### src/design/ltpd_pkg.sv
// Shared types, packet codes and the length table of the packet deframer.
package ltpd_pkg;

  localparam int unsigned BYTE_W = 8;
  localparam int unsigned LEN_W  = 11;
  localparam int unsigned DIM_W  = 16;
  localparam int unsigned ADDR_W = 48;
  // (y*size_z + z) stays below 2^32, times size_x plus x stays below 2^48
  localparam int unsigned P1_W   = 2 * DIM_W;
  localparam int unsigned P2_W   = ADDR_W;

  // packet ids with special handling
  localparam logic [BYTE_W-1:0] ID_LEVEL_INIT = 8'h02;
  localparam logic [BYTE_W-1:0] ID_LEVEL_END  = 8'h04;
  localparam logic [BYTE_W-1:0] ID_SET_BLOCK  = 8'h06;

  // total packet length, id byte included, for ids 0x00..0x0f
  localparam logic [LEN_W-1:0] LEN_TABLE [16] = '{
    11'd131, 11'd1, 11'd1, 11'd1028, 11'd7, 11'd0, 11'd8, 11'd74,
    11'd10,  11'd7, 11'd5, 11'd4,    11'd2, 11'd66, 11'd65, 11'd2
  };

  // controller to datapath commands
  typedef struct packed {
    logic take;      // input transfer this cycle
    logic load_pkt;  // load result of a non-block-write packet completed by this transfer
    logic mul1;      // first multiply step of a block write
    logic load_sb;   // load block write result
  } cmd_t;

  // datapath to controller status
  typedef struct packed {
    logic done;      // the byte on the input would complete a packet
    logic setblock;  // ... and that packet is a block write
  } stat_t;

  function automatic logic [LEN_W-1:0] len_of(input logic [BYTE_W-1:0] id);
    logic [LEN_W-1:0] len;
    len = '0;
    if (id[BYTE_W-1:4] == '0) begin
      len = LEN_TABLE[id[3:0]];
    end
    return len;
  endfunction

endpackage

### src/design/ltpd_ctrl.sv
// Controller of the packet deframer: byte intake, multiply sequencing, result valid.
module ltpd_ctrl (
  input  logic            clk,
  input  logic            rst_n,
  input  logic            in_valid,
  output logic            in_ready,
  output logic            out_valid,
  input  logic            out_ready,
  input  ltpd_pkg::stat_t stat,
  output ltpd_pkg::cmd_t  cmd
);

  typedef enum logic [2:0] {
    ST_BYTE = 3'b001,
    ST_MUL1 = 3'b010,
    ST_MUL2 = 3'b100
  } state_t;

  state_t state_r, state_nxt;
  logic   out_valid_r, out_valid_nxt;
  logic   out_free;

  // result register can take a new value this cycle
  assign out_free = !out_valid_r || out_ready;

  // bytes that do not complete a packet pass even while a result waits
  assign in_ready = (state_r == ST_BYTE) && (out_free || !stat.done);

  always_comb begin
    cmd.take     = in_valid && in_ready;
    cmd.load_pkt = cmd.take && stat.done && !stat.setblock;
    cmd.mul1     = (state_r == ST_MUL1);
    cmd.load_sb  = (state_r == ST_MUL2) && out_free;
  end

  // state sequencing
  always_comb begin
    state_nxt = state_r;
    unique case (state_r)
      ST_BYTE: begin
        if (cmd.take && stat.setblock) state_nxt = ST_MUL1;
      end
      ST_MUL1: state_nxt = ST_MUL2;
      ST_MUL2: begin
        if (out_free) state_nxt = ST_BYTE;
      end
      default: state_nxt = ST_BYTE;
    endcase
  end

  // result valid flag
  always_comb begin
    out_valid_nxt = out_valid_r;
    if (cmd.load_pkt || cmd.load_sb) begin
      out_valid_nxt = 1'b1;
    end else if (out_ready) begin
      out_valid_nxt = 1'b0;
    end
  end

  always_ff @(posedge clk) begin
    if (!rst_n) begin
      state_r     <= ST_BYTE;
      out_valid_r <= 1'b0;
    end else begin
      state_r     <= state_nxt;
      out_valid_r <= out_valid_nxt;
    end
  end

  assign out_valid = out_valid_r;

endmodule

### src/design/ltpd_datapath.sv
// Datapath of the packet deframer: byte counter, field capture, dimensions, address.
module ltpd_datapath (
  input  logic                          clk,
  input  logic                          rst_n,
  input  logic [ltpd_pkg::BYTE_W-1:0]   in_data_byte,
  input  ltpd_pkg::cmd_t                cmd,
  output ltpd_pkg::stat_t               stat,
  output logic [ltpd_pkg::BYTE_W-1:0]   out_frame_id,
  output logic                          out_unknown_id,
  output logic                          out_write_valid,
  output logic [ltpd_pkg::ADDR_W-1:0]   out_write_address,
  output logic [ltpd_pkg::BYTE_W-1:0]   out_block_value,
  output logic [ltpd_pkg::DIM_W-1:0]    out_size_x,
  output logic [ltpd_pkg::DIM_W-1:0]    out_size_y,
  output logic [ltpd_pkg::DIM_W-1:0]    out_size_z
);

  localparam int unsigned BW  = ltpd_pkg::BYTE_W;
  localparam int unsigned LW  = ltpd_pkg::LEN_W;
  localparam int unsigned DW  = ltpd_pkg::DIM_W;
  localparam int unsigned PW1 = ltpd_pkg::P1_W;
  localparam int unsigned PW2 = ltpd_pkg::P2_W;

  // packet tracking
  logic [LW-1:0] idx_r, idx_nxt;
  logic [LW-1:0] cur_len_r;
  logic [BW-1:0] cur_id_r;
  logic [LW-1:0] tbl_len, idx_inc;
  logic [BW-1:0] pkt_id;
  logic          unknown;

  // captured fields and stored dimensions
  logic [DW-1:0] fa_r, fb_r, fc_r, fa_nxt, fb_nxt, fc_nxt;
  logic [BW-1:0] fblk_r, fblk_nxt;
  logic [DW-1:0] dx_r, dy_r, dz_r, dx_nxt, dy_nxt, dz_nxt;

  // address multiply
  logic [PW1-1:0] p1_r;
  logic [PW2-1:0] p2;
  logic           in_map;

  // result register
  logic [BW-1:0]                 res_id_r;
  logic                          res_unk_r, res_wv_r;
  logic [ltpd_pkg::ADDR_W-1:0]   res_addr_r;
  logic [BW-1:0]                 res_blk_r;
  logic [DW-1:0]                 res_sx_r, res_sy_r, res_sz_r;

  // completion decode for the byte on the input
  always_comb begin
    tbl_len = ltpd_pkg::len_of(in_data_byte);
    idx_inc = idx_r + LW'(1);
    if (idx_r == '0) begin
      pkt_id    = in_data_byte;
      unknown   = (tbl_len == '0);
      stat.done = (tbl_len <= LW'(1));
      idx_nxt   = stat.done ? '0 : LW'(1);
    end else begin
      pkt_id    = cur_id_r;
      unknown   = 1'b0;
      stat.done = (idx_inc == cur_len_r);
      idx_nxt   = stat.done ? '0 : idx_inc;
    end
    stat.setblock = stat.done && !unknown && (pkt_id == ltpd_pkg::ID_SET_BLOCK);
  end

  // big-endian field capture at packet bytes 1..7
  always_comb begin
    fa_nxt   = fa_r;
    fb_nxt   = fb_r;
    fc_nxt   = fc_r;
    fblk_nxt = fblk_r;
    case (idx_r)
      LW'(1): fa_nxt   = {in_data_byte, fa_r[7:0]};
      LW'(2): fa_nxt   = {fa_r[15:8], in_data_byte};
      LW'(3): fb_nxt   = {in_data_byte, fb_r[7:0]};
      LW'(4): fb_nxt   = {fb_r[15:8], in_data_byte};
      LW'(5): fc_nxt   = {in_data_byte, fc_r[7:0]};
      LW'(6): fc_nxt   = {fc_r[15:8], in_data_byte};
      LW'(7): fblk_nxt = in_data_byte;
      default: ;
    endcase
  end

  // dimension update on a completed level packet
  always_comb begin
    dx_nxt = dx_r;
    dy_nxt = dy_r;
    dz_nxt = dz_r;
    if (stat.done && !unknown) begin
      if (pkt_id == ltpd_pkg::ID_LEVEL_INIT) begin
        dx_nxt = '0;
        dy_nxt = '0;
        dz_nxt = '0;
      end else if (pkt_id == ltpd_pkg::ID_LEVEL_END) begin
        dx_nxt = fa_nxt;
        dy_nxt = fb_nxt;
        dz_nxt = fc_nxt;
      end
    end
  end

  always_ff @(posedge clk) begin
    if (!rst_n) begin
      idx_r     <= '0;
      cur_len_r <= '0;
      cur_id_r  <= '0;
      dx_r      <= '0;
      dy_r      <= '0;
      dz_r      <= '0;
    end else if (cmd.take) begin
      idx_r <= idx_nxt;
      if (idx_r == '0) begin
        cur_id_r  <= in_data_byte;
        cur_len_r <= tbl_len;
      end
      dx_r <= dx_nxt;
      dy_r <= dy_nxt;
      dz_r <= dz_nxt;
    end
  end

  always_ff @(posedge clk) begin
    if (cmd.take) begin
      fa_r   <= fa_nxt;
      fb_r   <= fb_nxt;
      fc_r   <= fc_nxt;
      fblk_r <= fblk_nxt;
    end
  end

  // first step: y*size_z + z
  always_ff @(posedge clk) begin
    if (cmd.mul1) begin
      p1_r <= PW1'(fb_r) * PW1'(dz_r) + PW1'(fc_r);
    end
  end

  // second step: (y*size_z + z)*size_x + x, with the bounds check
  assign p2     = PW2'(p1_r) * PW2'(dx_r) + PW2'(fa_r);
  assign in_map = (fa_r < dx_r) && (fb_r < dy_r) && (fc_r < dz_r);

  // result register
  always_ff @(posedge clk) begin
    if (cmd.load_pkt) begin
      res_id_r   <= pkt_id;
      res_unk_r  <= unknown;
      res_wv_r   <= 1'b0;
      res_addr_r <= '0;
      res_blk_r  <= '0;
      res_sx_r   <= dx_nxt;
      res_sy_r   <= dy_nxt;
      res_sz_r   <= dz_nxt;
    end else if (cmd.load_sb) begin
      res_id_r   <= ltpd_pkg::ID_SET_BLOCK;
      res_unk_r  <= 1'b0;
      res_wv_r   <= in_map;
      res_addr_r <= in_map ? p2 : '0;
      res_blk_r  <= in_map ? fblk_r : '0;
      res_sx_r   <= dx_r;
      res_sy_r   <= dy_r;
      res_sz_r   <= dz_r;
    end
  end

  assign out_frame_id      = res_id_r;
  assign out_unknown_id    = res_unk_r;
  assign out_write_valid   = res_wv_r;
  assign out_write_address = res_addr_r;
  assign out_block_value   = res_blk_r;
  assign out_size_x        = res_sx_r;
  assign out_size_y        = res_sy_r;
  assign out_size_z        = res_sz_r;

endmodule

### src/design/length_table_packet_deframer_unit.sv
// Top level of the length-table packet deframer: controller, datapath and checks.
//
//  channel | direction | handshake            | payload
//  --------+-----------+----------------------+-------------------------------------
//  in      | input     | in_valid / in_ready  | in_data_byte
//  out     | output    | out_valid / out_ready| out_frame_id, out_unknown_id,
//          |           |                      | out_write_valid, out_write_address,
//          |           |                      | out_block_value, out_size_x/y/z
//
// One byte is taken per cycle. After the last byte of a block write packet the
// two-step address multiply runs in states ST_MUL1 and ST_MUL2, during which no byte is taken.
// A finished result sits in the output register; bytes that do not complete a
// packet keep flowing while it waits, a completing byte waits for it to go.
// Synchronous active-low reset returns to awaiting an id byte with zero dimensions.
module length_table_packet_deframer_unit (
  input  logic                          clk,
  input  logic                          rst_n,
  input  logic                          in_valid,
  output logic                          in_ready,
  input  logic [ltpd_pkg::BYTE_W-1:0]   in_data_byte,
  output logic                          out_valid,
  input  logic                          out_ready,
  output logic [ltpd_pkg::BYTE_W-1:0]   out_frame_id,
  output logic                          out_unknown_id,
  output logic                          out_write_valid,
  output logic [ltpd_pkg::ADDR_W-1:0]   out_write_address,
  output logic [ltpd_pkg::BYTE_W-1:0]   out_block_value,
  output logic [ltpd_pkg::DIM_W-1:0]    out_size_x,
  output logic [ltpd_pkg::DIM_W-1:0]    out_size_y,
  output logic [ltpd_pkg::DIM_W-1:0]    out_size_z
);

  ltpd_pkg::cmd_t  cmd;
  ltpd_pkg::stat_t stat;

  ltpd_ctrl u_ctrl (
    .clk       (clk),
    .rst_n     (rst_n),
    .in_valid  (in_valid),
    .in_ready  (in_ready),
    .out_valid (out_valid),
    .out_ready (out_ready),
    .stat      (stat),
    .cmd       (cmd)
  );

  ltpd_datapath u_dp (
    .clk               (clk),
    .rst_n             (rst_n),
    .in_data_byte      (in_data_byte),
    .cmd               (cmd),
    .stat              (stat),
    .out_frame_id      (out_frame_id),
    .out_unknown_id    (out_unknown_id),
    .out_write_valid   (out_write_valid),
    .out_write_address (out_write_address),
    .out_block_value   (out_block_value),
    .out_size_x        (out_size_x),
    .out_size_y        (out_size_y),
    .out_size_z        (out_size_z)
  );

  // block write holds off input during the address multiply
  a_mul_gap: assert property (@(posedge clk) disable iff (!rst_n)
    (cmd.take && stat.setblock) |=> (!in_ready ##1 !in_ready))
    else $error("input taken during address multiply");

  // a write only ever comes from a known block write packet
  a_wv_id: assert property (@(posedge clk) disable iff (!rst_n)
    (out_valid && out_write_valid) |->
      (out_frame_id == ltpd_pkg::ID_SET_BLOCK && !out_unknown_id))
    else $error("write flagged on a non block write result");

  // no write means zero address and block value
  a_nowrite_zero: assert property (@(posedge clk) disable iff (!rst_n)
    (out_valid && !out_write_valid) |->
      (out_write_address == '0 && out_block_value == '0))
    else $error("address or block value set without a write");

endmodule

### config.mk
export PLATFORM = sky130hd
export DESIGN_NAME = length_table_packet_deframer_unit
export DESIGN_NICKNAME = d
export VERILOG_FILES = /design/src/design/ltpd_pkg.sv /design/src/design/ltpd_ctrl.sv /design/src/design/ltpd_datapath.sv /design/src/design/length_table_packet_deframer_unit.sv
export SDC_FILE = /design/constraint.sdc
export NUM_CORES = 2
export LEC_CHECK = 0
export BUFFER_PORTS_ARGS = -buffer_cell sky130_fd_sc_hd__buf_2
export CAP_MARGIN = 20
export CORE_AREA = 10 10 272 274
export CTS_CLUSTER_SIZE = 25
export DETAILED_ROUTE_END_ITERATION = 16
export DIE_AREA = 0 0 282 284
export GPL_TIMING_DRIVEN = 0
export PLACE_DENSITY_LB_ADDON = 0.08
export REMOVE_ABC_BUFFERS = 1
export SETUP_SLACK_MARGIN = 0.02
export SLEW_MARGIN = 20
export SYNTH_ARGS = -nofsm -noshare
export SYNTH_HDL_FRONTEND = slang
export SYNTH_SLANG_ARGS = --single-unit
### constraint.sdc
create_clock -name clk -period 9.65 [get_ports clk]
set_input_delay 0.965 -clock clk [delete_from_list [all_inputs] [get_ports clk]]
set_output_delay 0.965 -clock clk [all_outputs]
set_load 0.01 [all_outputs]
==> impl_metrics.ini <==
[die]
dieArea_um2 = 80100
die_h_um = 284
pin_count = 128
start_util_pct = 55.7
core_um2 = 68300
core.rowCount = 96
die_x_um = 282

[clocking]
clkTransAtPathRegs_ns = 0.06
postCtsHoldBufs = 0
cts_max_level = 2
cts_tree = yes
root_buffer = clkbuf_16
post_cts_resized = 0
postCtsSetupRepairBufs = 0
cts_made_buffers = 35
clock_latency_ns = 0.57
cts.path.max_buffers = 3
clock_sinks = 280

[power]
vdd_drop_max_mv = 0.129
p_sw_mw = 1.02
swShare_pct = 30.4
p_comb_share_pct = 16.6
p_seq_share_pct = 41.9
leakage_nw = 19.7
power.internal_mw = 2.32
pwr-share-clk_pct = 41.5
p_per_area_nw_per_um2 = 82.3

[timing]
tightest_slew_ns = 1.08
relSlewSlack_pct = 27.6
fmax_ghz = 0.128
fin_crit_ns = 7.83
setup_viol = 0
hold_viol_final = 0
rsz0062_at_grt = no
report.final.slew_viol_count = 0
fin_skew_ns = 0.0196
fin_crit_sh_pct = 81.1
tns_ns = 0

[critical_path]
cp-end-kind = register
reg2reg_depth = 22
slowest_stage = a2111oi_1
critPathRequiredTime_ns = 10.13
path_max_fanout = 16
criticalPathCategory = reg2reg
endpoint = u_dp.out_write_address[44]$_SDFFE_PP0P_
slowest_delay_ns = 0.97
r2r_slack_ns = 1.82
reg2reg_to = u_dp.out_write_address[44]$_SDFFE_PP0P_
crit_top_cell = fa_1
startpoint_type = register
path_cells = and2_1, fa_1, inv_1, fa_1, fa_1, fa_1, inv_1, fa_1, inv_1, fa_1, inv_1, ha_1, and3_1, nand4_1, a211o_1, a211oi_1, o21ai_0, a2111oi_1, o41a_1, nor2_1, xor2_1, o21ai_0
reg2reg_from = u_dp.p1_r[7]$_DFFE_PP_
critPathArrivalTime_ns = 8.30
crit_path_start = u_dp.p1_r[7]$_DFFE_PP_

[logic_synthesis]
synth_cell_type_count = 76
synth_compound_area_share_pct = 8.24
avgSynthCellArea_um2 = 9.02
ys_seq_area_share_pct = 18.6
ys.flop_type = edfxtp_1
synthMuxAreaShare_pct = 0.609
synth_area_um2 = 38000
synth_edf_count = 145
synth_top_family_by_area = adder cells
synthSimpleGateAreaFrac_pct = 15.4
synth_xor_area_share_pct = 1.89
async_flop_share_pct = 0
synthCells = 4219
yosys_warnings = 0
synth_fa_ha_area_share_pct = 43.7
synth_seq_cells = 280

[flow_run]
max-cap-violations = 0

[layout]
regArea_um2 = 7080
layout.nets = 5142
fillers = 6096
layoutNonFillerInstCount = 5096
n_antenna_cell = 0
multiInputGateArea_um2 = 26600
syn_to_final_growth_pct = 6.76
drive_above_1_share_pct = 6.43

[route]
vias = 27400
avgRoutedWirePerCell_um = 18.8
dr.pass1.iters = 5
drtIter0Drc = 1638
avgViaCountPerCell = 5.38
wl_um = 96000
drc = 0
final_antenna_net_count = 0

[placed_design]
portBuffers = 127
dp.cells = 5032
dp_hpwl_um = 72600
gp_congestion = 0.867

[global_routing]
grtUsageTotal_pct = 24.8
grt.met2_usage_pct = 41.6
antenna_found_initial = 0
grtUsageMet1_pct = 33.8
grt_pass1_wl_um = 159000
grt_pass1_vias = 29400
grt_overflow = 0
grt_max_degree = 65
grt.busiest_layer = met2
use_met3_pct = 3.13

[hold_path]
hold_class = reg2reg
hold_depth = 2

[run_status]
outcome = complete, no violations
## per-layer routing
layer  vias up  wire length (um)
met1     13800             42400
met5         -                 0
met2       721             45800
met3       124              5760
met4         0              2050
li1      12800                 -
## metrics by stage
step	hold slack, ns	power [mW]	setup WS [ns]	util [%]	cell area, um2
floorplan	0.436	1.76	2.87	-	37200
global placement	0.426	1.95	0.917	56.9	38900
detailed placement	0.433	1.98	1.87	57.7	39400
CTS	0.442	3.38	1.86	59.4	40600
global route	0.465	3.50	1.48	59.4	40600
finish	0.442	3.34	1.82	59.4	40600
## power groups by stage
stage               sequential, mW  clock, mW  combinational [mW]
finish                        1.40       1.39               0.556
global route                  1.41       1.46               0.634
CTS                           1.40       1.42               0.559
detailed placement            1.42          0               0.556
global placement              1.43          0               0.525
floorplan                     1.40          0               0.358
## how the worst min path moves through the flow
stage	endpoint	start	slack [ns]
global placement	u_dp.out_write_valid$_SDFFE_PP0P_	u_dp.out_write_valid$_SDFFE_PP0P_	0.43
detailed placement	u_dp.out_write_valid$_SDFFE_PP0P_	u_dp.out_write_valid$_SDFFE_PP0P_	0.43
floorplan	u_dp.out_block_value[0]$_SDFFE_PP0P_	u_dp.fblk_r[0]$_DFFE_PP_	0.44
CTS	u_dp.out_write_valid$_SDFFE_PP0P_	u_dp.out_write_valid$_SDFFE_PP0P_	0.44
finish	u_dp.out_write_address[22]$_SDFFE_PP0P_	u_dp.out_write_address[22]$_SDFFE_PP0P_	0.44
global route	u_dp.out_write_valid$_SDFFE_PP0P_	u_dp.out_write_valid$_SDFFE_PP0P_	0.47
## registers in the layout (all words and copies together) (netlist names), 16 cells and up
name and count:
u_dp.dx_r 16, u_dp.dz_r 16, u_dp.out_size_z 16, u_dp.p1_r 32
u_dp.fc_r 16, u_dp.out_size_x 16, u_dp.dy_r 16, u_dp.out_size_y 16
u_dp.out_write_address 48, u_dp.fa_r 16, u_dp.fb_r 16
## cells by family after synthesis
| family | after synthesis |
|---|---|
| buffers and inverters | 1158 |
| muxes | 23 |
| AOI/OAI and AO/OA | 494 |
| adders and majority gates | 943 |
| xor gates and xnor gates | 82 |
| and+or+nand+nor | 1239 |
| DFF | 280 |
## area by class of cell
cell class	count	share of cell area, %
Multi-Input combinational cell	2781	65.5
Sequential cell	280	17.4
Inverter	936	8.66
Tap cell	882	2.72
Timing Repair Buffer	153	2.70
Clock buffer	42	2.25
Clock inverter	22	0.696
## critical path, delay by kind of cell, from the launching register on
kind | cells | cell delay (ns)
compound gates | 6 | 2.50
xor+xnor | 1 | 0.14
fa+ha+maj | 7 | 3.36
buf+inv | 4 | 0.20
flops | 1 | 0.72
simple gates | 4 | 0.80
## placed cells by master (no fill, tap or decap), types with 5 or more instances in the layout
cell / count
and2_1: 304
nor3_1: 25
buf_2: 127
o21bai_1: 6
dfxtp_1: 119
o21ai_1: 23
a21o_1: 64
xor2_1: 27
nor4_1: 6
ha_1: 299
buf_12: 13
nor2_1: 78
inv_1: 933
clkbuf_1: 6
a211oi_1: 14
fa_1: 644
or3_1: 5
nand3_1: 42
a22o_1: 14
nand2_1: 675
o21ai_0: 161
a21oi_1: 84
or2_2: 7
clkinv_4: 7
o21a_1: 14
nand2b_1: 19
mux2i_1: 22
clkbuf_16: 35
nor2b_1: 15
and3_1: 9
edfxtp_1: 145
o21ai_2: 20
a22oi_1: 33
o31ai_1: 9
xnor2_1: 55
dfxtp_2: 16
nand4_1: 26
a31oi_1: 5
## synth_stat cells (15+ instances only)
cell      count  share of area (%)
nand2b_1     19               0.31
o21ai_0     162                2.1
inv_1       934                9.2
nand2_1     675                6.7
dfxtp_1     135                7.1
ha_1        299                9.8
a21oi_1      84                1.1
o21ai_1      22               0.29
xor2_1       27               0.62
nand4_1      26               0.43
o21ai_2      20               0.46
a21o_1       64                1.3
and2_1      305                5.0
nor2b_1      15               0.25
clkbuf_1    199                2.0
nor3_1       25               0.33
nand3_1      43               0.57
a22oi_1      33               0.65
xnor2_1      55                1.3
edfxtp_1    145                 11
fa_1        644                 34
nor2_1       78               0.77
mux2i_1      22               0.58
Power figures use the tool's default switching activity.
